$ cat src/hdl/ccm_pkg.sv
// Package for the CBC-MAC tag block: payload structs, opcodes, phase enum,
// front-to-back command struct and the AES S-box and xtime helpers.
// No dependencies.
package ccm_pkg;

  localparam int MaxTotalLength = 127;
  localparam logic [7:0] HdrFlags = 8'h49;

  localparam logic OpStart = 1'b0;
  localparam logic OpData  = 1'b1;

  localparam logic [1:0] StatusOk     = 2'd0;
  localparam logic [1:0] StatusLength = 2'd1;
  localparam logic [1:0] StatusTagLen = 2'd2;

  localparam logic [1:0] CfgKeyHigh = 2'd0;
  localparam logic [1:0] CfgKeyLow  = 2'd1;
  localparam logic [1:0] CfgTagLen  = 2'd2;

  typedef struct packed {
    logic        operation;
    logic [63:0] source_address;
    logic [39:0] slot_number;
    logic [6:0]  auth_length;
    logic [6:0]  message_length;
    logic [7:0]  data_byte;
  } in_item_t;

  typedef struct packed {
    logic [1:0]  status;
    logic [63:0] tag_high;
    logic [63:0] tag_low;
  } out_item_t;

  typedef enum logic [1:0] {PH_IDLE, PH_AUTH, PH_MSG} phase_t;

  // Command from the front end to the back end.  The front end packs bytes
  // into 16-byte blocks; the back end absorbs blocks and emits results.
  typedef enum logic [1:0] {CMD_CLEAR, CMD_BLOCK, CMD_EMIT} cmd_op_t;

  typedef struct packed {
    cmd_op_t      op;
    logic [127:0] blk;    // block to absorb (CMD_BLOCK)
    logic         last;   // emit a tag after this block
    logic [1:0]   status; // status for CMD_EMIT without block
  } cmd_t;

  localparam logic [7:0] SBOX [256] = '{
    8'h63,8'h7c,8'h77,8'h7b,8'hf2,8'h6b,8'h6f,8'hc5,8'h30,8'h01,8'h67,8'h2b,8'hfe,8'hd7,8'hab,8'h76,
    8'hca,8'h82,8'hc9,8'h7d,8'hfa,8'h59,8'h47,8'hf0,8'had,8'hd4,8'ha2,8'haf,8'h9c,8'ha4,8'h72,8'hc0,
    8'hb7,8'hfd,8'h93,8'h26,8'h36,8'h3f,8'hf7,8'hcc,8'h34,8'ha5,8'he5,8'hf1,8'h71,8'hd8,8'h31,8'h15,
    8'h04,8'hc7,8'h23,8'hc3,8'h18,8'h96,8'h05,8'h9a,8'h07,8'h12,8'h80,8'he2,8'heb,8'h27,8'hb2,8'h75,
    8'h09,8'h83,8'h2c,8'h1a,8'h1b,8'h6e,8'h5a,8'ha0,8'h52,8'h3b,8'hd6,8'hb3,8'h29,8'he3,8'h2f,8'h84,
    8'h53,8'hd1,8'h00,8'hed,8'h20,8'hfc,8'hb1,8'h5b,8'h6a,8'hcb,8'hbe,8'h39,8'h4a,8'h4c,8'h58,8'hcf,
    8'hd0,8'hef,8'haa,8'hfb,8'h43,8'h4d,8'h33,8'h85,8'h45,8'hf9,8'h02,8'h7f,8'h50,8'h3c,8'h9f,8'ha8,
    8'h51,8'ha3,8'h40,8'h8f,8'h92,8'h9d,8'h38,8'hf5,8'hbc,8'hb6,8'hda,8'h21,8'h10,8'hff,8'hf3,8'hd2,
    8'hcd,8'h0c,8'h13,8'hec,8'h5f,8'h97,8'h44,8'h17,8'hc4,8'ha7,8'h7e,8'h3d,8'h64,8'h5d,8'h19,8'h73,
    8'h60,8'h81,8'h4f,8'hdc,8'h22,8'h2a,8'h90,8'h88,8'h46,8'hee,8'hb8,8'h14,8'hde,8'h5e,8'h0b,8'hdb,
    8'he0,8'h32,8'h3a,8'h0a,8'h49,8'h06,8'h24,8'h5c,8'hc2,8'hd3,8'hac,8'h62,8'h91,8'h95,8'he4,8'h79,
    8'he7,8'hc8,8'h37,8'h6d,8'h8d,8'hd5,8'h4e,8'ha9,8'h6c,8'h56,8'hf4,8'hea,8'h65,8'h7a,8'hae,8'h08,
    8'hba,8'h78,8'h25,8'h2e,8'h1c,8'ha6,8'hb4,8'hc6,8'he8,8'hdd,8'h74,8'h1f,8'h4b,8'hbd,8'h8b,8'h8a,
    8'h70,8'h3e,8'hb5,8'h66,8'h48,8'h03,8'hf6,8'h0e,8'h61,8'h35,8'h57,8'hb9,8'h86,8'hc1,8'h1d,8'h9e,
    8'he1,8'hf8,8'h98,8'h11,8'h69,8'hd9,8'h8e,8'h94,8'h9b,8'h1e,8'h87,8'he9,8'hce,8'h55,8'h28,8'hdf,
    8'h8c,8'ha1,8'h89,8'h0d,8'hbf,8'he6,8'h42,8'h68,8'h41,8'h99,8'h2d,8'h0f,8'hb0,8'h54,8'hbb,8'h16
  };

  function automatic logic [7:0] xt(input logic [7:0] a);
    return {a[6:0], 1'b0} ^ (a[7] ? 8'h1b : 8'h00);
  endfunction

  function automatic logic tag_len_ok(input logic [4:0] tl);
    return (tl == 5'd4) || (tl == 5'd8) || (tl == 5'd16);
  endfunction

endpackage

$ cat src/hdl/ccm_front.sv
// Front end: takes input beats, tracks frame phase and packs bytes into
// 16-byte blocks, handing block, clear and emit commands to the queue.
// Depends on ccm_pkg.
module ccm_front import ccm_pkg::*; (
  input  logic       clk,
  input  logic       rst_n,
  input  logic       in_valid,
  output logic       in_stall,
  input  in_item_t   in_data,
  input  logic [4:0] tag_len,
  output logic       cmd_valid,
  input  logic       cmd_stall,
  output cmd_t       cmd
);

  phase_t       phase_r, phase_nxt;
  logic [6:0]   auth_left_r, auth_left_nxt;
  logic [6:0]   msg_left_r, msg_left_nxt;
  logic [3:0]   pos_r, pos_nxt;
  logic [119:0] buf_r, buf_nxt;     // first 15 bytes of the open block
  // A start beat produces up to three commands (clear, header block, then
  // a partial second block); the pending ones wait here.
  logic         pend_hdr_r, pend_hdr_nxt;
  logic [127:0] hdr_r, hdr_nxt;
  logic         pend_b2_r, pend_b2_nxt;
  logic         accept;
  logic [7:0]   byte_in;
  logic [127:0] full_blk;
  logic         part_end, msg_end;
  logic [6:0]   left_dec;

  assign in_stall = cmd_stall || pend_hdr_r || pend_b2_r;
  assign accept   = in_valid && !in_stall;
  assign byte_in  = in_data.data_byte;
  assign full_blk = {buf_r, byte_in};

  always_comb begin
    phase_nxt     = phase_r;
    auth_left_nxt = auth_left_r;
    msg_left_nxt  = msg_left_r;
    pos_nxt       = pos_r;
    buf_nxt       = buf_r;
    pend_hdr_nxt  = pend_hdr_r;
    hdr_nxt       = hdr_r;
    pend_b2_nxt   = pend_b2_r;
    cmd_valid     = 1'b0;
    cmd           = '{op: CMD_BLOCK, blk: full_blk, last: 1'b0, status: StatusOk};
    part_end      = 1'b0;
    msg_end       = 1'b0;
    left_dec      = '0;
    if (pend_hdr_r) begin
      cmd_valid = 1'b1;
      cmd.blk   = hdr_r;
      if (!cmd_stall) pend_hdr_nxt = 1'b0;
    end else if (pend_b2_r) begin
      // Second part closes with no auth bytes: pad it out.
      cmd_valid = 1'b1;
      cmd.blk   = {buf_r[119:104], 112'd0};
      cmd.last  = (msg_left_r == '0);
      if (!cmd_stall) begin
        pend_b2_nxt = 1'b0;
        pos_nxt     = '0;
        phase_nxt   = (msg_left_r == '0) ? PH_IDLE : PH_MSG;
      end
    end else if (accept) begin
      if (in_data.operation == OpStart) begin
        phase_nxt = PH_IDLE;
        cmd_valid = 1'b1;
        if (!tag_len_ok(tag_len)) begin
          cmd = '{op: CMD_EMIT, blk: '0, last: 1'b0, status: StatusTagLen};
        end else if ({1'b0, in_data.auth_length} + {1'b0, in_data.message_length}
                     > 8'(MaxTotalLength)) begin
          cmd = '{op: CMD_EMIT, blk: '0, last: 1'b0, status: StatusLength};
        end else begin
          cmd          = '{op: CMD_CLEAR, blk: '0, last: 1'b0, status: StatusOk};
          pend_hdr_nxt = 1'b1;
          hdr_nxt      = {8'd0, 1'b0, in_data.message_length, in_data.slot_number,
                          in_data.source_address, HdrFlags};
          auth_left_nxt = in_data.auth_length;
          msg_left_nxt  = in_data.message_length;
          buf_nxt       = {8'd0, 1'b0, in_data.auth_length, 104'd0};
          pos_nxt       = 4'd2;
          phase_nxt     = PH_AUTH;
          // Empty auth part still pads a whole block, even for an empty frame.
          if (in_data.auth_length == '0) pend_b2_nxt = 1'b1;
        end
      end else if (phase_r == PH_AUTH || phase_r == PH_MSG) begin
        if (phase_r == PH_AUTH) begin
          left_dec      = auth_left_r - 7'd1;
          auth_left_nxt = left_dec;
        end else begin
          left_dec     = msg_left_r - 7'd1;
          msg_left_nxt = left_dec;
        end
        part_end = (left_dec == '0);
        msg_end  = part_end && (phase_r == PH_MSG || msg_left_r == '0);
        if (pos_r == 4'd15 || part_end) begin
          cmd_valid = 1'b1;
          for (int i = 0; i < 16; i++) begin
            if (4'(i) < pos_r) cmd.blk[127-8*i -: 8] = buf_r[119-8*i -: 8];
            else if (4'(i) == pos_r) cmd.blk[127-8*i -: 8] = byte_in;
            else cmd.blk[127-8*i -: 8] = 8'd0;
          end
          cmd.last = msg_end;
          pos_nxt  = '0;
        end else begin
          buf_nxt[119-8*pos_r -: 8] = byte_in;
          pos_nxt = pos_r + 4'd1;
        end
        if (part_end) phase_nxt = msg_end ? PH_IDLE : PH_MSG;
      end
    end
  end

  always_ff @(posedge clk) begin
    if (!rst_n) begin
      phase_r     <= PH_IDLE;
      auth_left_r <= '0;
      msg_left_r  <= '0;
      pos_r       <= '0;
      pend_hdr_r  <= 1'b0;
      pend_b2_r   <= 1'b0;
    end else begin
      phase_r     <= phase_nxt;
      auth_left_r <= auth_left_nxt;
      msg_left_r  <= msg_left_nxt;
      pos_r       <= pos_nxt;
      pend_hdr_r  <= pend_hdr_nxt;
      pend_b2_r   <= pend_b2_nxt;
    end
    buf_r <= buf_nxt;
    hdr_r <= hdr_nxt;
  end

endmodule

$ cat config.mk
export PLATFORM = sky130hd
export DESIGN_NAME = ccm_front
export DESIGN_NICKNAME = d
export VERILOG_FILES = /design/src/hdl/ccm_pkg.sv /design/src/hdl/ccm_front.sv
export SDC_FILE = /design/constraint.sdc
export NUM_CORES = 1
export LEC_CHECK = 0
export ABC_AREA = 1
export BUFFER_PORTS_ARGS = -buffer_cell sky130_fd_sc_hd__buf_2
export CAP_MARGIN = 20
export CORE_MARGIN = 3
export CORE_UTILIZATION = 39
export CTS_BUF_LIST = sky130_fd_sc_hd__clkbuf_2
export CTS_CLUSTER_SIZE = 10
export DETAILED_ROUTE_END_ITERATION = 16
export PLACE_DENSITY = 0.67
export SKIP_LAST_GASP = 1
export SLEW_MARGIN = 20
export SYNTH_ARGS = -nofsm -noshare
export SYNTH_HDL_FRONTEND = slang
export SYNTH_SLANG_ARGS = --single-unit
$ cat constraint.sdc
create_clock -name clk -period 11.2 [get_ports clk]
set_input_delay 1.68 -clock clk [delete_from_list [all_inputs] [get_ports clk]]
set_output_delay 1.68 -clock clk [all_outputs]
set_load 0.03 [all_outputs]
* Word-level counts from Yosys, hierarchy flattened *
Cells that the tools add are included.

operators by class
  add/sub/neg operators = 6
  order comparisons = 17
  equal/unequal tests = 30
  shifts and indexed selects = 2
  muxes and demuxes = 105
  bitwise gates (word level) = 4
  reduce and logical (&&, ||, !) cells = 23

operators by type and width
  operator                    number
  $mux W120                   5
  $mux W129                   4
  $mux W133                   3
  $mux W8                     32
  $mux W128                   1
  $shift A8 B34 Y127 const A  1
  $shiftx A8 B34 Y127         1
  $bwmux W120                 1
  $mux W7                     16
  $neg A32 Y34                1
  $eq A4 B4 Y1 const A        8
  $lt A4 B4 Y1 const A        8
  $mux W4                     8
  $mux W2                     13
  $logic_not A7 Y1            3
  $mux W1                     21
  $reduce_and A7 Y1           3
  $eq A3 B4 Y1 const A        4
  $lt A3 B4 Y1 const A        4
  $sub A7 B1 Y7 const B       2
  $reduce_and A6 Y1           2
  $add A7 B7 Y8               1
  $eq A2 B4 Y1 const A        2
  $gt A8 B7 Y1 const B        1
  other kinds (24)            42

storage, ports and cells
  bits in registers = 253
  input bits = 136
  output and inout bits = 135
  word-level logic and storage cells = 195

* Longest topological paths before layout *
  depth after elaboration = 15
  mapped depth = 16
  mapped depth without buffers = 15

* Least setup slack after synthesis *
OpenSTA, ideal clock, no wires.

  path kind = input-to-reg
  from = in in_data[14] in the netlist's numbering
  to = reg hdr_r[100] (enable)
  setup time = 0.722 ns
  arrival = 9.970 ns
  required time = 10.478 ns
  setup slack = 0.508 ns
  stages on the path = 5
  path buffers = 0
  cell sequence = ha_1 -> a21oi_1 -> o21a_1 -> nand2_1 -> nor3_1

on the way
  longest elaborated chain between the ends = 4

RTL lines
  item                                RTL line          source
  from (decl)                         ccm_front.sv:9    input in_item_t in_data,
  $add A7 B7 Y8                       ccm_front.sv:71   end else if ({1'b0, in_data.auth_length} + {1'b0, in_data.message_length}
  $gt A8 B7 Y1                        ccm_front.sv:72   > 8'(MaxTotalLength)) begin
  $not A1 Y1 (no source line)         -
  $reduce_and A6 Y1 (no source line)  -
  to (signal assigned)                ccm_front.sv:132  hdr_r <= hdr_nxt;
  to (decl)                           ccm_front.sv:24   logic [127:0] hdr_r, hdr_nxt;

Every way passes these cells.
A chain may end at the register's enable or synchronous reset.

* Worst setup path after layout *
  from = reg msg_left_r[0]
  to = out cmd_valid

on the way
  longest elaborated chain between the ends = 15

RTL lines
  item                    RTL line          source
  from (decl)             ccm_front.sv:18   logic [6:0] msg_left_r, msg_left_nxt;
  from (signal assigned)  ccm_front.sv:126  msg_left_r <= msg_left_nxt;
  $sub A7 B1 Y7           ccm_front.sv:92   left_dec = msg_left_r - 7'd1;
  $mux W7                 ccm_front.sv:88   if (phase_r == PH_AUTH) begin
  $mux W7                 ccm_front.sv:87   end else if (phase_r == PH_AUTH || phase_r == PH_MSG) begin
  $mux W7                 ccm_front.sv:66   if (in_data.operation == OpStart) begin
  $mux W7                 ccm_front.sv:65   end else if (accept) begin
  $mux W7                 ccm_front.sv:55   end else if (pend_b2_r) begin
  $mux W7                 ccm_front.sv:51   if (pend_hdr_r) begin
  $logic_not A7 Y1        ccm_front.sv:95   part_end = (left_dec == '0);
  $logic_or A1 B1 Y1      ccm_front.sv:97   if (pos_r == 4'd15 || part_end) begin
  $mux W1                 ccm_front.sv:97
  $mux W1                 ccm_front.sv:87
  $mux W1                 ccm_front.sv:66
  $mux W1                 ccm_front.sv:65
  $mux W1                 ccm_front.sv:55
  $mux W1                 ccm_front.sv:51
  to (decl)               ccm_front.sv:11   output logic cmd_valid,

Every way passes these cells. The select of a mux whose other input is x is not followed.

==> impl_metrics.tcl <==
set metrics [dict create \
    synth-simple-area-share_pct 23.81 \
    core_area_um2 39010 \
    fp.dieH_um 205.6 \
    cts-root-buf "clkbuf_2" \
    combPwrFrac_pct 17.0 \
    vias 15530 \
    power_density_nw_per_um2 118.1 \
    post-route-util_pct 45.42 \
    die_area_um2 42250 \
    path_depth 12 \
    setup.worst_path.start_class "flop" \
    slowest_delay_ns 0.86 \
    fin_nets 2382 \
    timing_hold_violations_final 0 \
    synthFlopType "edfxtp_1" \
    io_buffers 270 \
    cts_setup_buffers 0 \
    cp_data_arrival_time_ns 4.76 \
    maxSlewHeadroom_pct 36.90 \
    synth_area_leaders "edfxtp_1 (45%), a21oi_1 (11%), nand2_1 (9.2%)" \
    fin_area_um2 17720 \
    p_int_mw 1.392 \
    wirelength_mm 55.95 \
    cts_max_path_buffers 3 \
    r2r_end "buf_r[74]" \
    skew_ns 0.07097 \
    final_cells 2801 \
    place_inst 2673 \
    setup_viol_count_final 0 \
    synth_cell_types 44 \
    syn_inst 2007 \
    synth_mux_area_share_pct 0 \
    dpl-instance-area_um2 17100 \
    synthDominantCellAreaShare_pct 44.67 \
    clkTransAtPathRegs_ns 0.08 \
    synth_fa_ha_area_share_pct 1.128 \
    rsz0062_at_grt "no" \
    crit_path_end "cmd_valid" \
    rr_worst_depth 11 \
    yosysSeqAreaShare_pct 47.50 \
    drv_cap 0 \
    ctsHtreeMaxLevel 3 \
    synth-seq-cells 253 \
    post-dp-hpwl_mm 37.14 \
    async_reset_ff_share_pct 0 \
    r2r_start "msg_left_r[0]" \
    whs_ns 0.5007 \
    cpLargestDelayFamily "simple AND/OR/NAND/NOR gates" \
    post_cts_resized 0 \
    critPathKind "reg2out" \
    r2r_slack_ns 6.86 \
    drv_slew 0 \
    pwr-share-clk_pct 32.2 \
    cp-startpoint "msg_left_r[0]" \
    synth_xor_area_share_pct 0.1692 \
    cp-end-kind "output port" \
    grt_pass1_vias 14650 \
    worst_slew_pin_slew_ns 0.9430 \
    path_cells "inv_1 > ha_1 > nand2_1 > xor2_1 > nor2_1 > nand2_1 > nand3_4 > nand2_4 > inv_1 > o21ai_0 > nand3_1 > buf_2" \
    worst_path_max_delay_cell "nand2_4" \
    synth_top_family_by_area "simple AND/OR/NAND/NOR gates" \
    cts_tree "done" \
    synth_area_per_cell_um2 7.738 \
    start_util_pct 39.81 \
    p_total_mw 2.092 \
    switchingPower_mw 0.6999 \
    dr.pass1.iters 7 \
    outcome "finished clean" \
    wl_per_cell_um 19.97 \
    nFillCells 3893 \
    worstPathRequired_ns 9.52 \
    via_per_inst 5.543 \
    cts.sinks 253 \
    io_pins 271 \
    cts_buffers 75 \
    crit_fanout 72 \
    grt_first_pass_wirelength_mm 83.46 \
    synth_edf_count 231 \
    dieWidth_um 205.6 \
    synth_compound_area_share_pct 19.40 \
    grtUsageTotal_pct 25.61 \
    syn-num-nets 2157 \
    worst_hold_path_type "reg2reg" \
    ir_worst_vdd_mv 0.06816 \
    tns_ns 0 \
    clk_latency_ns 0.97 \
    overflow 0 \
    netlist_area_um2 15530 \
    max_freq_ghz 0.1553 \
    yosys.area.top_type "edfxtp_1" \
    area_growth_pct 14.08 \
    fin_crit_sh_pct 57.50 \
    grt_max_degree 129 \
    ant_nets 0 \
    post-route-min-period_ns 6.440 \
    layout-drive-gt1-share_pct 19.47 \
    p_leak_nw 7.373 \
    drc 0 \
    switching_share_pct 33.46 \
    ctsHoldBuffers 0 \
    initialDrtViolationCount 1414 \
    place.gp.congestion 0.9279 \
    antenna_found_initial 3 \
    worst-path-buf-inv 3 \
    dpl_worst_slack_ns 5.384 \
    rows 72 \
    power_frac_seq_pct 50.7 \
    fin_ws_ns 4.760 \
    yosysWarnings 0 \
]
==> cells in the final DEF (no fill, tap or decap), drive strengths merged, types with 71 or more instances in the layout <==
| master | count |
|---|---|
| inv | 165 |
| buf | 288 |
| edfxtp | 231 |
| clkbuf | 103 |
| nor2 | 253 |
| nand3 | 118 |
| nand4 | 71 |
| a21oi | 335 |
| nand2 | 388 |
| o21ai | 196 |
==> cell type report <==
class / instances / area, um^2 / share of cell area, %
repair buffers: 288 / 1513 / 8.538
inverters: 166 / 631.9 / 3.566
clock inverters: 22 / 88.84 / 0.5014
multi-input cells: 1448 / 6932 / 39.12
well taps: 518 / 648.1 / 3.658
clock buffers: 103 / 515.5 / 2.910
diodes: 3 / 7.507 / 0.04237
flip-flops and latches: 253 / 7381 / 41.66
==> cell families after synthesis <==
kind of cell               count (synthesis)
DFF                                      253
AOI/OAI and AO/OA                        583
and+or+nand+nor                          848
xor gates and xnor gates                   3
adders and majority gates                 14
buffers and inverters                    306
==> routing by layer <==
layer / track usage, % / vias to the layer above / share of wire [%]
met3: 5.490 / 177 / 9.3
met4: 12.99 / 2 / 5.2
li1: - / 7428 / -
met5: 0 / - / 0.036
met1: 33.80 / 7079 / 41
met2: 39.77 / 841 / 45
==> Yosys cell counts, types with 7 or more instances <==
library cell    n
o22ai_1        33
nor3_1         10
buf_1           7
edfxtp_1      231
a21oi_1       332
nand3_1       115
ha_1           14
dfxtp_1        22
o21ai_1        33
nand4_1        71
nor2_2         13
nor2_1        234
buf_2          25
o21ai_0       163
clkbuf_1       95
buf_4          11
inv_2           8
nand2_1       382
inv_1         156
==> state kept, by name (all words and copies together), names as in the netlist <==
register / flops
pend_b2_r: 1
pos_r: 4
pend_hdr_r: 1
hdr_r: 111
buf_r: 120
phase_r: 2
auth_left_r: 7
msg_left_r: 7
==> worst min path at each step <==
stage	startpoint	to	slack, ns	cells past startpoint
floorplan	phase_r[0]	phase_r[0]	0.46	2
global placement	phase_r[0]	phase_r[0]	0.48	2
detailed placement	auth_left_r[1]	auth_left_r[1]	0.49	2
CTS	auth_left_r[1]	auth_left_r[1]	0.50	2
global route	phase_r[0]	phase_r[0]	0.53	2
finish	auth_left_r[1]	auth_left_r[1]	0.50	2
==> worst register-to-register path, stage by stage (launching register included) <==
cell and delay, ns:
dfxtp_1 0.38, inv_1 0.13, ha_1 0.28, nand2_1 0.10, xor2_1 0.21, nor2_1 0.07, nand2_1 0.18, nand3_4 0.67
nand2_1 0.30, nand4_1 0.21, inv_4 0.54, buf_4 0.85
==> power groups by stage <==
| stage | Clock (mW) | Combinational, mW | Sequential, mW |
|---|---|---|---|
| floorplan | 0 | 0.228 | 1.08 |
| global placement | 0 | 0.346 | 1.08 |
| detailed placement | 0 | 0.351 | 1.08 |
| CTS | 0.693 | 0.352 | 1.06 |
| global route | 0.742 | 0.385 | 1.06 |
| finish | 0.674 | 0.356 | 1.06 |
Note: power is estimated with default switching activity, not from simulation.
