**src/hdl/ccm_pkg.sv**
```systemverilog
// Package for the CBC-MAC tag block: payload structs, opcodes, phase enum,
// front-to-back command struct and the AES S-box and xtime helpers.
// No dependencies.
package ccm_pkg;

  localparam int MaxTotalLength = 127;
  localparam logic [7:0] HdrFlags = 8'h49;

  localparam logic OpStart = 1'b0;
  localparam logic OpData  = 1'b1;

  localparam logic [1:0] StatusOk     = 2'd0;
  localparam logic [1:0] StatusLength = 2'd1;
  localparam logic [1:0] StatusTagLen = 2'd2;

  localparam logic [1:0] CfgKeyHigh = 2'd0;
  localparam logic [1:0] CfgKeyLow  = 2'd1;
  localparam logic [1:0] CfgTagLen  = 2'd2;

  typedef struct packed {
    logic        operation;
    logic [63:0] source_address;
    logic [39:0] slot_number;
    logic [6:0]  auth_length;
    logic [6:0]  message_length;
    logic [7:0]  data_byte;
  } in_item_t;

  typedef struct packed {
    logic [1:0]  status;
    logic [63:0] tag_high;
    logic [63:0] tag_low;
  } out_item_t;

  typedef enum logic [1:0] {PH_IDLE, PH_AUTH, PH_MSG} phase_t;

  // Command from the front end to the back end.  The front end packs bytes
  // into 16-byte blocks; the back end absorbs blocks and emits results.
  typedef enum logic [1:0] {CMD_CLEAR, CMD_BLOCK, CMD_EMIT} cmd_op_t;

  typedef struct packed {
    cmd_op_t      op;
    logic [127:0] blk;    // block to absorb (CMD_BLOCK)
    logic         last;   // emit a tag after this block
    logic [1:0]   status; // status for CMD_EMIT without block
  } cmd_t;

  localparam logic [7:0] SBOX [256] = '{
    8'h63,8'h7c,8'h77,8'h7b,8'hf2,8'h6b,8'h6f,8'hc5,8'h30,8'h01,8'h67,8'h2b,8'hfe,8'hd7,8'hab,8'h76,
    8'hca,8'h82,8'hc9,8'h7d,8'hfa,8'h59,8'h47,8'hf0,8'had,8'hd4,8'ha2,8'haf,8'h9c,8'ha4,8'h72,8'hc0,
    8'hb7,8'hfd,8'h93,8'h26,8'h36,8'h3f,8'hf7,8'hcc,8'h34,8'ha5,8'he5,8'hf1,8'h71,8'hd8,8'h31,8'h15,
    8'h04,8'hc7,8'h23,8'hc3,8'h18,8'h96,8'h05,8'h9a,8'h07,8'h12,8'h80,8'he2,8'heb,8'h27,8'hb2,8'h75,
    8'h09,8'h83,8'h2c,8'h1a,8'h1b,8'h6e,8'h5a,8'ha0,8'h52,8'h3b,8'hd6,8'hb3,8'h29,8'he3,8'h2f,8'h84,
    8'h53,8'hd1,8'h00,8'hed,8'h20,8'hfc,8'hb1,8'h5b,8'h6a,8'hcb,8'hbe,8'h39,8'h4a,8'h4c,8'h58,8'hcf,
    8'hd0,8'hef,8'haa,8'hfb,8'h43,8'h4d,8'h33,8'h85,8'h45,8'hf9,8'h02,8'h7f,8'h50,8'h3c,8'h9f,8'ha8,
    8'h51,8'ha3,8'h40,8'h8f,8'h92,8'h9d,8'h38,8'hf5,8'hbc,8'hb6,8'hda,8'h21,8'h10,8'hff,8'hf3,8'hd2,
    8'hcd,8'h0c,8'h13,8'hec,8'h5f,8'h97,8'h44,8'h17,8'hc4,8'ha7,8'h7e,8'h3d,8'h64,8'h5d,8'h19,8'h73,
    8'h60,8'h81,8'h4f,8'hdc,8'h22,8'h2a,8'h90,8'h88,8'h46,8'hee,8'hb8,8'h14,8'hde,8'h5e,8'h0b,8'hdb,
    8'he0,8'h32,8'h3a,8'h0a,8'h49,8'h06,8'h24,8'h5c,8'hc2,8'hd3,8'hac,8'h62,8'h91,8'h95,8'he4,8'h79,
    8'he7,8'hc8,8'h37,8'h6d,8'h8d,8'hd5,8'h4e,8'ha9,8'h6c,8'h56,8'hf4,8'hea,8'h65,8'h7a,8'hae,8'h08,
    8'hba,8'h78,8'h25,8'h2e,8'h1c,8'ha6,8'hb4,8'hc6,8'he8,8'hdd,8'h74,8'h1f,8'h4b,8'hbd,8'h8b,8'h8a,
    8'h70,8'h3e,8'hb5,8'h66,8'h48,8'h03,8'hf6,8'h0e,8'h61,8'h35,8'h57,8'hb9,8'h86,8'hc1,8'h1d,8'h9e,
    8'he1,8'hf8,8'h98,8'h11,8'h69,8'hd9,8'h8e,8'h94,8'h9b,8'h1e,8'h87,8'he9,8'hce,8'h55,8'h28,8'hdf,
    8'h8c,8'ha1,8'h89,8'h0d,8'hbf,8'he6,8'h42,8'h68,8'h41,8'h99,8'h2d,8'h0f,8'hb0,8'h54,8'hbb,8'h16
  };

  function automatic logic [7:0] xt(input logic [7:0] a);
    return {a[6:0], 1'b0} ^ (a[7] ? 8'h1b : 8'h00);
  endfunction

  function automatic logic tag_len_ok(input logic [4:0] tl);
    return (tl == 5'd4) || (tl == 5'd8) || (tl == 5'd16);
  endfunction

endpackage

```
**src/hdl/ccm_queue.sv**
```systemverilog
// Short command queue between front and back end.
// Depends on ccm_pkg.
module ccm_queue import ccm_pkg::*; (
  input  logic clk,
  input  logic rst_n,
  input  logic wr_valid,
  output logic wr_stall,
  input  cmd_t wr_data,
  output logic rd_valid,
  input  logic rd_take,
  output cmd_t rd_data
);

  localparam int Depth = 4;
  cmd_t       mem_r [Depth];
  logic [1:0] wp_r, rp_r;
  logic [2:0] cnt_r;
  logic       wr, rd;

  assign wr_stall = (cnt_r == 3'(Depth));
  assign rd_valid = (cnt_r != '0);
  assign rd_data  = mem_r[rp_r];
  assign wr       = wr_valid && !wr_stall;
  assign rd       = rd_take && rd_valid;

  always_ff @(posedge clk) begin
    if (!rst_n) begin
      wp_r  <= '0;
      rp_r  <= '0;
      cnt_r <= '0;
    end else begin
      if (wr) wp_r <= wp_r + 2'd1;
      if (rd) rp_r <= rp_r + 2'd1;
      cnt_r <= cnt_r + 3'(wr) - 3'(rd);
    end
    if (wr) mem_r[wp_r] <= wr_data;
  end

endmodule

```
**config.mk**
```make
export PLATFORM = sky130hd
export DESIGN_NAME = ccm_queue
export DESIGN_NICKNAME = d
export VERILOG_FILES = /design/src/hdl/ccm_pkg.sv /design/src/hdl/ccm_queue.sv
export SDC_FILE = /design/constraint.sdc
export NUM_CORES = 1
export LEC_CHECK = 0
export BUFFER_PORTS_ARGS = -buffer_cell sky130_fd_sc_hd__buf_2
export CAP_MARGIN = 20
export CORE_UTILIZATION = 55
export DETAILED_ROUTE_END_ITERATION = 8
export GPL_TIMING_DRIVEN = 0
export HOLD_SLACK_MARGIN = 0.05
export PLACE_DENSITY_LB_ADDON = 0.3
export REMOVE_ABC_BUFFERS = 1
export SETUP_SLACK_MARGIN = 0.5
export SYNTH_ARGS = -nofsm -noshare
export SYNTH_HDL_FRONTEND = slang
export SYNTH_SLANG_ARGS = --single-unit
```
**constraint.sdc**
```tcl
create_clock -name clk -period 8.55 [get_ports clk]
set_input_delay 0.855 -clock clk [delete_from_list [all_inputs] [get_ports clk]]
set_output_delay 0.855 -clock clk [all_outputs]
set_load 0.01 [all_outputs]
```
# Word-level counts from Yosys, hierarchy flattened
# Memories as Yosys holds them, arrays and structs flattened. A register that Yosys moved wholly into a read port is not among the register bits.
# Index checks and enable logic that the tools add are counted.
# Widths: inputs -> output; s select.
[totals]
wordCells = 17
out_inout_bits = 135
latch_bits = 0
reg_bits = 7
ram_bits = 532
romBits = 0
mem_count = 1
[classes]
mux = 4
n_shift = 0
n_addsub = 4
n_eq_ne = 1
n_reduce_logical = 4
multipliers = 0
bitwise = 0
magnitude_cmp = 0
div = 0
[memory_table]
columns = ["name", "words", "width", "rd", "rd_clocked_by_memory_dff", "wr", "line", "source"]
rows = [
  ["mem_r", 4, 133, 1, 1, 1, "ccm_queue.sv:15", "cmd_t mem_r [Depth];"],
]
[ops]
columns = ["op", "count"]
rows = [
  ["$add 2x1->2 const B", 2],
  ["$mux 2", 2],
  ["$add 3x1->3", 1],
  ["$eq 3x3->1 const B", 1],
  ["$reduce_bool 3->1", 1],
  ["$sub 3x1->3", 1],
  ["$logic_and 1x1->1", 2],
  ["$mux 1", 2],
  ["$logic_not 1->1", 1],
]

# Depth between registers and ports, before layout
# Gate-level depths: netlist of run 1.
[logic_depth]
depth_word = 5
ltp_mapped = 12
ltp_nobuf = 11

# Worst setup path after synthesis of run 1
# OpenSTA, ideal clock, no wires.
[synth_timing]
path_kind = "input to register"
start = "input wr_valid"
end = "memory mem_r[0][0] (netlist name), enable pin"
n_path_buf = 1
setup_slack_ps = 3754
cell_stages = 3
arrival_time_ps = 4288
t_required_ps = 8042
path_cell_list = "nor2b_1 clkbuf_1 and2_1"
[synth_via]
elab_chain_cells = 3
[synth_rtl]
columns = ["item", "line", "source"]
rows = [
  ["from (decl)", "ccm_queue.sv:6", "input logic wr_valid,"],
  ["$logic_and 1x1->1", "ccm_queue.sv:23", "assign wr = wr_valid && !wr_stall;"],
  ["$mux 1", "ccm_queue.sv:36", "if (wr) mem_r[wp_r] <= wr_data;"],
  ["$mux 1 (not written as such)", "ccm_queue.sv:36", ""],
  ["to (decl)", "ccm_queue.sv:15", ""],
]
# No other way between the ends.

==> out/metrics.csv, run 1 <==
stage,metric,value,unit
power_and_ir_drop,p_per_area,297.1,mW/mm2
detailed_routing,drtIter0Drc,548,
place,gp_congestion,0.7004,
sta,finalCritPeriodShare,41.06,%
clock_network,clkTransAtPathRegs,0.06,ns
finish,syn_to_final_growth,18.96,%
grt,grt_pass1_vias,9295,
sta,max_slew_margin,45.27,%
power_and_ir_drop,seqPwrFrac,47.8,%
clock_network,htreeDepth,2,
synthesis,synth_ff_type,edfxtp_1,
min_path,hold_path_class,input pin to flip-flop,
clock_network,cts_buffer_depth,3,
clock_network,post_cts_buffers,0,
synthesis,syn_inst,743,
worst_setup_path,slowest_stage,dfxtp_4,
place,port_buffers,271,
detailed_routing,viasPerCell,5.582,
sta,setup-violations-final,0,
clock_network,cts_tree,yes,
floorplan,die_w,191.0,um
min_path,hp-start,wr_data[94],
synthesis,yosysMostFrequentCell,edfxtp_1,
synthesis,yosys_warnings,0,
worst_setup_path,worst_setup_path_end_kind,output pin,
worst_setup_path,crit_chain,buf_16 > buf_16 > mux4_2 > buf_2,
floorplan,ioPinCount,272,
synthesis,async_flop_share,0,%
worst_setup_path,critPathMaxStageDelay,0.66,ns
synthesis,synth_common_cells,"edfxtp_1 (532), mux4_2 (133), buf_2 (15), buf_6 (9), dfxtp_1 (9)",
detailed_routing,routedWlPerCell,22.58,um
detailed_routing,num_vias,8619,
clock_network,ctsHoldBuffers,0,
clock_network,cts.sinks,541,
power_and_ir_drop,peakVddDrop,0.1972,mV
power_and_ir_drop,switchingPower,1.757,mW
sta,final-max-slew-violation-count,0,
synthesis,yosysTopAreaCell,edfxtp_1,
power_and_ir_drop,switching_share,25.31,%
detailed_routing,drt_wl_total,34860,um
synthesis,avgSynthCellArea,26.44,um2
floorplan,die_h,191.0,um
finish,drive_gt1_share,45.21,%
worst_setup_path,cp_max_fo,40,
floorplan,core,0.03480,mm2
sta,layout_min_cycle_time,3.511,ns
clock_network,root_buffer,clkbuf_16,
floorplan,initial_core_util,56.44,%
clock_network,clkLatencyLatePin,0.58,ns
power_and_ir_drop,pwr-share-comb,21.2,%
worst_setup_path,start_kind,flip-flop,
detailed_routing,ant_nets,0,
floorplan,rows,68,
synthesis,yosys.cell_types.count,18,
sta,whs,0.4888,ns
sta,setup_tns,0,ns
sta,rsz0062_at_grt,false,
clock_network,post_cts_resized,0,
sta,worst_pin_slew,0.8210,ns
finish,fin_area,0.02336,mm2
synthesis,ys_ff_latch,541,
finish,instances_no_fill,1544,
worst_setup_path,crit_arrival,2.66,ns
grt,grt_max_degree,56,
sta,hold_viol_final,0,
synthesis,syn_area,0.01964,mm2
synthesis,synth_top_area_share,81.34,%
worst_setup_path,cpMostUsedCell,buf_16,
run_status,status,"complete, no violations",
power_and_ir_drop,pwr-share-clk,31.1,%
detailed_routing,post-route-drc-count,0,
power_and_ir_drop,p_int,5.185,mW
grt,grt.total_usage,19.58,%
place,place_area,0.02176,mm2
clock_network,numCtsBuffers,52,
synthesis,synth-seq-area-share,82.25,%
flow_run,cap_violations,0,
power_and_ir_drop,leakagePower,7.793,nW
power_and_ir_drop,power.total,6.942,mW
grt,grt_pass1_wl,52740,um
worst_setup_path,critical_path_class,flip-flop to output pin,
synthesis,synth_edf_count,532,
worst_setup_path,r2r-start,cnt_r[1]$_SDFF_PN0_,
place,hpwlAfterDp,20690,um
detailed_routing,first_pass_iters,4,
grt,overflow,0,
finish,nNetsFinal,1195,
place,place_inst,1452,
synthesis,synth_area_leaders,"edfxtp_1 (81%), mux4_2 (15%), dfxtp_1 (0.92%), buf_6 (0.52%), buf_2 (0.38%)",
grt,antenna_found_initial,2,
worst_setup_path,critPathRequiredTime,7.70,ns
floorplan,die-area,0.03647,mm2
sta,fmax,284.8,MHz
sta,skew,0.01338,ns
cell usage in the layout (no fill, tap or decap), types with 2 or more instances in the layout:
| cell type | n |
|---|---|
| mux2i_1 | 2 |
| xnor2_1 | 4 |
| dfxtp_1 | 7 |
| inv_6 | 3 |
| nor2b_1 | 4 |
| clkinv_4 | 2 |
| edfxtp_1 | 532 |
| mux4_2 | 133 |
| buf_2 | 271 |
| clkinv_1 | 12 |
| diode_2 | 3 |
| bufinv_16 | 4 |
| ha_1 | 6 |
| clkinv_2 | 4 |
| clkbuf_1 | 11 |
| and2_4 | 4 |
| and2_1 | 3 |
| inv_1 | 5 |
| buf_12 | 4 |
| nand2_1 | 4 |
| buf_16 | 11 |
| dfxtp_4 | 2 |
| clkbuf_16 | 53 |
state kept, by name, indices dropped and copies added (netlist names), named ones only:
name   cells
wp_r       2
mem_r    532
rp_r       2
cnt_r      3
per-stage QoR:
step                      util, %  setup slack [ns]
after floorplan                 -             1.501
after global placement      61.38            -1.194
after detailed placement    62.53             5.343
after CTS                   67.12             4.913
after global routing        67.12             4.809
final                       67.14             5.039
worst paths after layout:
path	endpoint	slack, ns	depth (start not counted)
setup / recovery	rd_data[113]	5.04	4
hold / removal	mem_r[3][94]$_DFFE_PP_	0.49	1
setup reg to reg	mem_r[0][29]$_DFFE_PP_	5.79	5
hold reg to reg	wp_r[0]$_SDFFE_PN0P_	0.51	2
layer usage:
layer  vias up  share of wire, %  GRT usage [%]
li1       3833                 -              -
met1      4495                40          25.80
met2       249                50          31.93
met3        40               8.5          6.426
met4         2               1.5          4.523
met5         -             0.029              0
cells by family after synthesis:
| kind of cell | count (synthesis) | synth area share [%] |
|---|---|---|
| XOR/XNOR | 4 | 0.1783 |
| buffers and inverters | 37 | 1.147 |
| AO/OA/AOI/OAI | 2 | 0.08920 |
| multiplexers | 135 | 15.35 |
| flip-flops | 541 | 82.25 |
| AND/OR/NAND/NOR | 17 | 0.4969 |
| adder cells (fa/ha/maj) | 7 | 0.4841 |
critical path: cells and delay by family (launching register included):
| family | cells | cell delay, ns |
|---|---|---|
| flops | 1 | 0.66 |
| mux | 1 | 0.56 |
| buf+inv | 3 | 0.82 |
power groups by stage:
stage          registers [mW]  clock network (mW)  logic, mW
3_5_place_dp             3.38                   0       1.50
3_3_place_gp             3.59                   0       1.47
4_1_cts                  3.32                2.21       1.51
6_report                 3.32                2.16       1.47
2_1_floorplan            3.48                   0      0.892
5_1_grt                  3.34                2.30       1.59
final cells by class:
type	instances	area [um2]
Fill cell	2176	11430
Multi-Input combinational cell	165	3271
Clock inverter	25	229.0
Inverter	5	18.77
Tap cell	455	569.3
Clock buffer	64	1368
Antenna cell	3	7.507
Sequential cell	541	16160
Timing Repair Buffer	286	1739
Note: power is estimated with default switching activity, not from simulation.
==> inputs of run 2 (changes only) <==
CORE_UTILIZATION = 51   (was 55)
clock period = 3.2 ns   (was 8.55 ns; I/O delays follow)
==> run 2 against run 1 <==
Against the previous run:
- non-clock buffer count up 138
- critical path depth stayed put
- routed wire length is 6.9% higher
- flip-flop and latch count unchanged
- worst setup slack got worse by 4.4 ns
- worst hold slack lost 0.26 ns
- via count up 7.1%
- sequential share of layout area is 3.9 points lower
- clock skew fell by 0.0019 ns
- core utilization down 1.6 points
- first-iteration DRC count shrank 9.9%
- critical path type unchanged
==> out/metrics.csv, run 2 (synthesized netlist as in run 1, its figures left out) <==
stage,metric,value,unit,change
sta,layout_min_cycle_time,2.522,ns,
clock_network,cts_tree,yes,,
floorplan,rows,71,,+4.4%
flow_run,cap_violations,0,,unchanged
grt,overflow,0,,unchanged
detailed_routing,num_vias,9231,,+7.1%
clock_network,cts_buffer_depth,3,,unchanged
grt,antenna_found_initial,1,,-1
grt,use_met3,5.365,%,-1.1 points
sta,worst_pin_slew,0.6946,ns,-0.1265 ns
finish,syn_to_final_growth,26.05,%,
sta,finalCritPeriodShare,78.82,%,
floorplan,die-area,0.03930,mm2,+7.8%
power_and_ir_drop,seqPwrFrac,47.3,%,-0.5 points
grt,busiest_layer,met2,,
sta,setup-violations-final,0,,unchanged
sta,fmax,396.5,MHz,
worst_setup_path,crit_chain,buf_4 > buf_16 > mux4_2 > buf_2,,
worst_setup_path,path_delay_family,buffers and inverters,,
run_status,status,"complete, no violations",,
detailed_routing,first_pass_iters,4,,unchanged
sta,skew,0.01148,ns,-0.001906 ns
power_and_ir_drop,switchingPower,4.758,mW,+170%
detailed_routing,ant_nets,0,,unchanged
worst_setup_path,regToRegSetupSlack,0.73,ns,-5.06 ns
finish,final_util,65.57,%,-1.6 points
finish,nNetsFinal,1333,,+12%
min_path,hold_depth,3,,+2
worst_setup_path,start_kind,flip-flop,,
min_path,hp-start,wr_valid,,
power_and_ir_drop,switching_share,25.65,%,+0.34 points
power_and_ir_drop,peakVddDrop,0.4971,mV,+150%
floorplan,initial_core_util,52.02,%,-4.4 points
power_and_ir_drop,p_per_area,749.3,mW/mm2,+150%
worst_setup_path,r2r-start,cnt_r[1]$_SDFF_PN0_,,
sta,setup_tns,0,ns,unchanged
clock_network,htreeDepth,2,,unchanged
grt,grt_pass1_wl,56460,um,+7.1%
power_and_ir_drop,leakagePower,8.338,nW,+7.0%
clock_network,root_buffer,clkbuf_16,,
power_and_ir_drop,p_int,13.79,mW,+170%
sta,hold_viol_final,0,,unchanged
detailed_routing,routedWlPerCell,21.43,um,-5.1%
detailed_routing,drt_wl_total,37280,um,+6.9%
floorplan,core,0.03776,mm2,+8.5%
power_and_ir_drop,pwr-share-comb,23.0,%,+1.8 points
worst_setup_path,worstRegToRegCells,11,,+6
detailed_routing,viasPerCell,5.305,,-5.0%
floorplan,die_h,198.2,um,+3.8%
finish,final_cell_mix,"edfxtp_1 (532), buf_2 (271), dlygate4sd3_1 (134), mux4_2 (133), clkbuf_16 (54)",,
sta,final-max-slew-violation-count,0,,unchanged
floorplan,die_w,198.2,um,+3.8%
worst_setup_path,critical_path_class,flip-flop to output pin,,
place,hpwlAfterDp,20970,um,+1.3%
worst_setup_path,cp_max_fo,41,,+2.5%
sta,rsz0062_at_grt,false,,
power_and_ir_drop,pwr-share-clk,29.7,%,-1.4 points
worst_setup_path,critPathMaxStageDelay,0.56,ns,-0.10 ns
worst_setup_path,path_buf_inv,3,,unchanged
place,gp_congestion,0.6987,,-0.24%
finish,reg.largest.list,"mem_r x532, cnt_r x3",,
grt,grt_max_degree,59,,+5.4%
worst_setup_path,crit_arrival,2.20,ns,-0.46 ns
worst_setup_path,critPathRequiredTime,2.88,ns,-4.82 ns
finish,drive_gt1_share,40.26,%,-5.0 points
grt,met2_usage,32.29,%,+0.37 points
grt,gr-usage-met1,24.72,%,-1.1 points
sta,max_slew_margin,53.70,%,+8.4 points
worst_setup_path,reg2reg_to,cnt_r[2]$_SDFF_PN0_,,
min_path,holdPathEnd,wp_r[1]$_SDFFE_PN0P_,,
clock_network,numCtsBuffers,52,,unchanged
place,port_buffers,271,,unchanged
min_path,hold_path_class,input pin to flip-flop,,
grt,grt.total_usage,19.33,%,-0.25 points
clock_network,cts.sinks,541,,unchanged
worst_setup_path,worst_setup_path_end_kind,output pin,,
finish,final_common_cell,edfxtp_1,,
worst_setup_path,slowest_stage,mux4_2,,
detailed_routing,drtIter0Drc,494,,-9.9%
floorplan,ioPinCount,272,,unchanged
detailed_routing,post-route-drc-count,0,,unchanged
finish,largest_register_ffs,532,,unchanged
grt,grt_pass1_vias,10080,,+8.4%
finish,largest-register,mem_r,,
clock_network,clkLatencyLatePin,0.57,ns,about the same
clock_network,clkTransAtPathRegs,0.06,ns,about the same
-- run 2: cell types whose count changed in the layout (fill, tap and decap cells not counted), moves of 2 or more --
cell / before / now
clkinvlp_4: 0 / 3
clkinv_2: 4 / 6
bufinv_16: 4 / 1
dlygate4sd3_1: 0 / 134
inv_6: 3 / 0
clkbuf_1: 11 / 17
buf_4: 0 / 3
-- run 2: how the worst max path moves through the flow --
stage | start | end | depth (start not counted)
after floorplan | flip-flop | rd_data[0] | 1
after global placement | flip-flop | rd_data[92] | 2
after detailed placement | cnt_r[1]$_SDFF_PN0_ | cnt_r[2]$_SDFF_PN0_ | 11
after CTS | flip-flop | rd_data[64] | 4
after global routing | cnt_r[1]$_SDFF_PN0_ | cnt_r[2]$_SDFF_PN0_ | 11
final | flip-flop | rd_data[80] | 4
-- run 2: repair_timing --
action / 4_1_cts / 5_1_grt
hold buffers: 134 / 0
pin swaps: 0 / 0
gates resized for setup: 0 / 1
endpoints found under the hold margin: 536 / 0
gates cloned: 0 / 1
setup endpoints to repair: 102 / 166
setup buffers: 4 / 0
-- run 2: cell type report --
class,instances,area [um2]
Timing Repair Buffer,424,3136
Sequential cell,541,16160
Fill cell,2434,13000
Multi-Input combinational cell,165,3273
Tap cell,511,639.4
Inverter,5,18.77
Antenna cell,2,5.005
Clock buffer,70,1390
Clock inverter,22,132.6
-- run 2: per-layer routing --
layer | vias to the layer above | share of wire, %
li1 | 4104 | -
met4 | 0 | 1.5
met5 | - | 0
met1 | 4829 | 41
met2 | 253 | 51
met3 | 45 | 7.0
-- run 2: through the flow --
stage | cells | setup slack (ns) | cell area [um2] | power (mW) | hold WS [ns]
after floorplan | 711 | -3.314 | 19430 | 11.41 | 0.4189
after global placement | 1493 | -6.090 | 21430 | 12.54 | 0.4835
after detailed placement | 1507 | 0.5798 | 21820 | 13.04 | 0.4991
after CTS | 1737 | 0.5334 | 24730 | 18.75 | 0.2204
after global routing | 1739 | 0.5221 | 24760 | 19.36 | 0.2317
final | 1740 | 0.6777 | 24760 | 18.55 | 0.2303
-- run 2: worst register-to-register path, delay by kind of cell, from the launching register on --
kind | cells | cell delay [ns]
xor+xnor | 2 | 0.28
flops | 1 | 0.46
fa+ha+maj | 3 | 0.82
buf+inv | 3 | 0.18
simple gates | 3 | 0.62
-- run 2: power groups by stage --
stage	clock (mW)	sequential, mW	combinational [mW]
6_report	5.51	8.78	4.26
5_1_grt	5.90	8.84	4.62
4_1_cts	5.64	8.78	4.33
3_5_place_dp	0	9.03	4.01
3_3_place_gp	0	9.41	3.13
2_1_floorplan	0	9.24	2.17
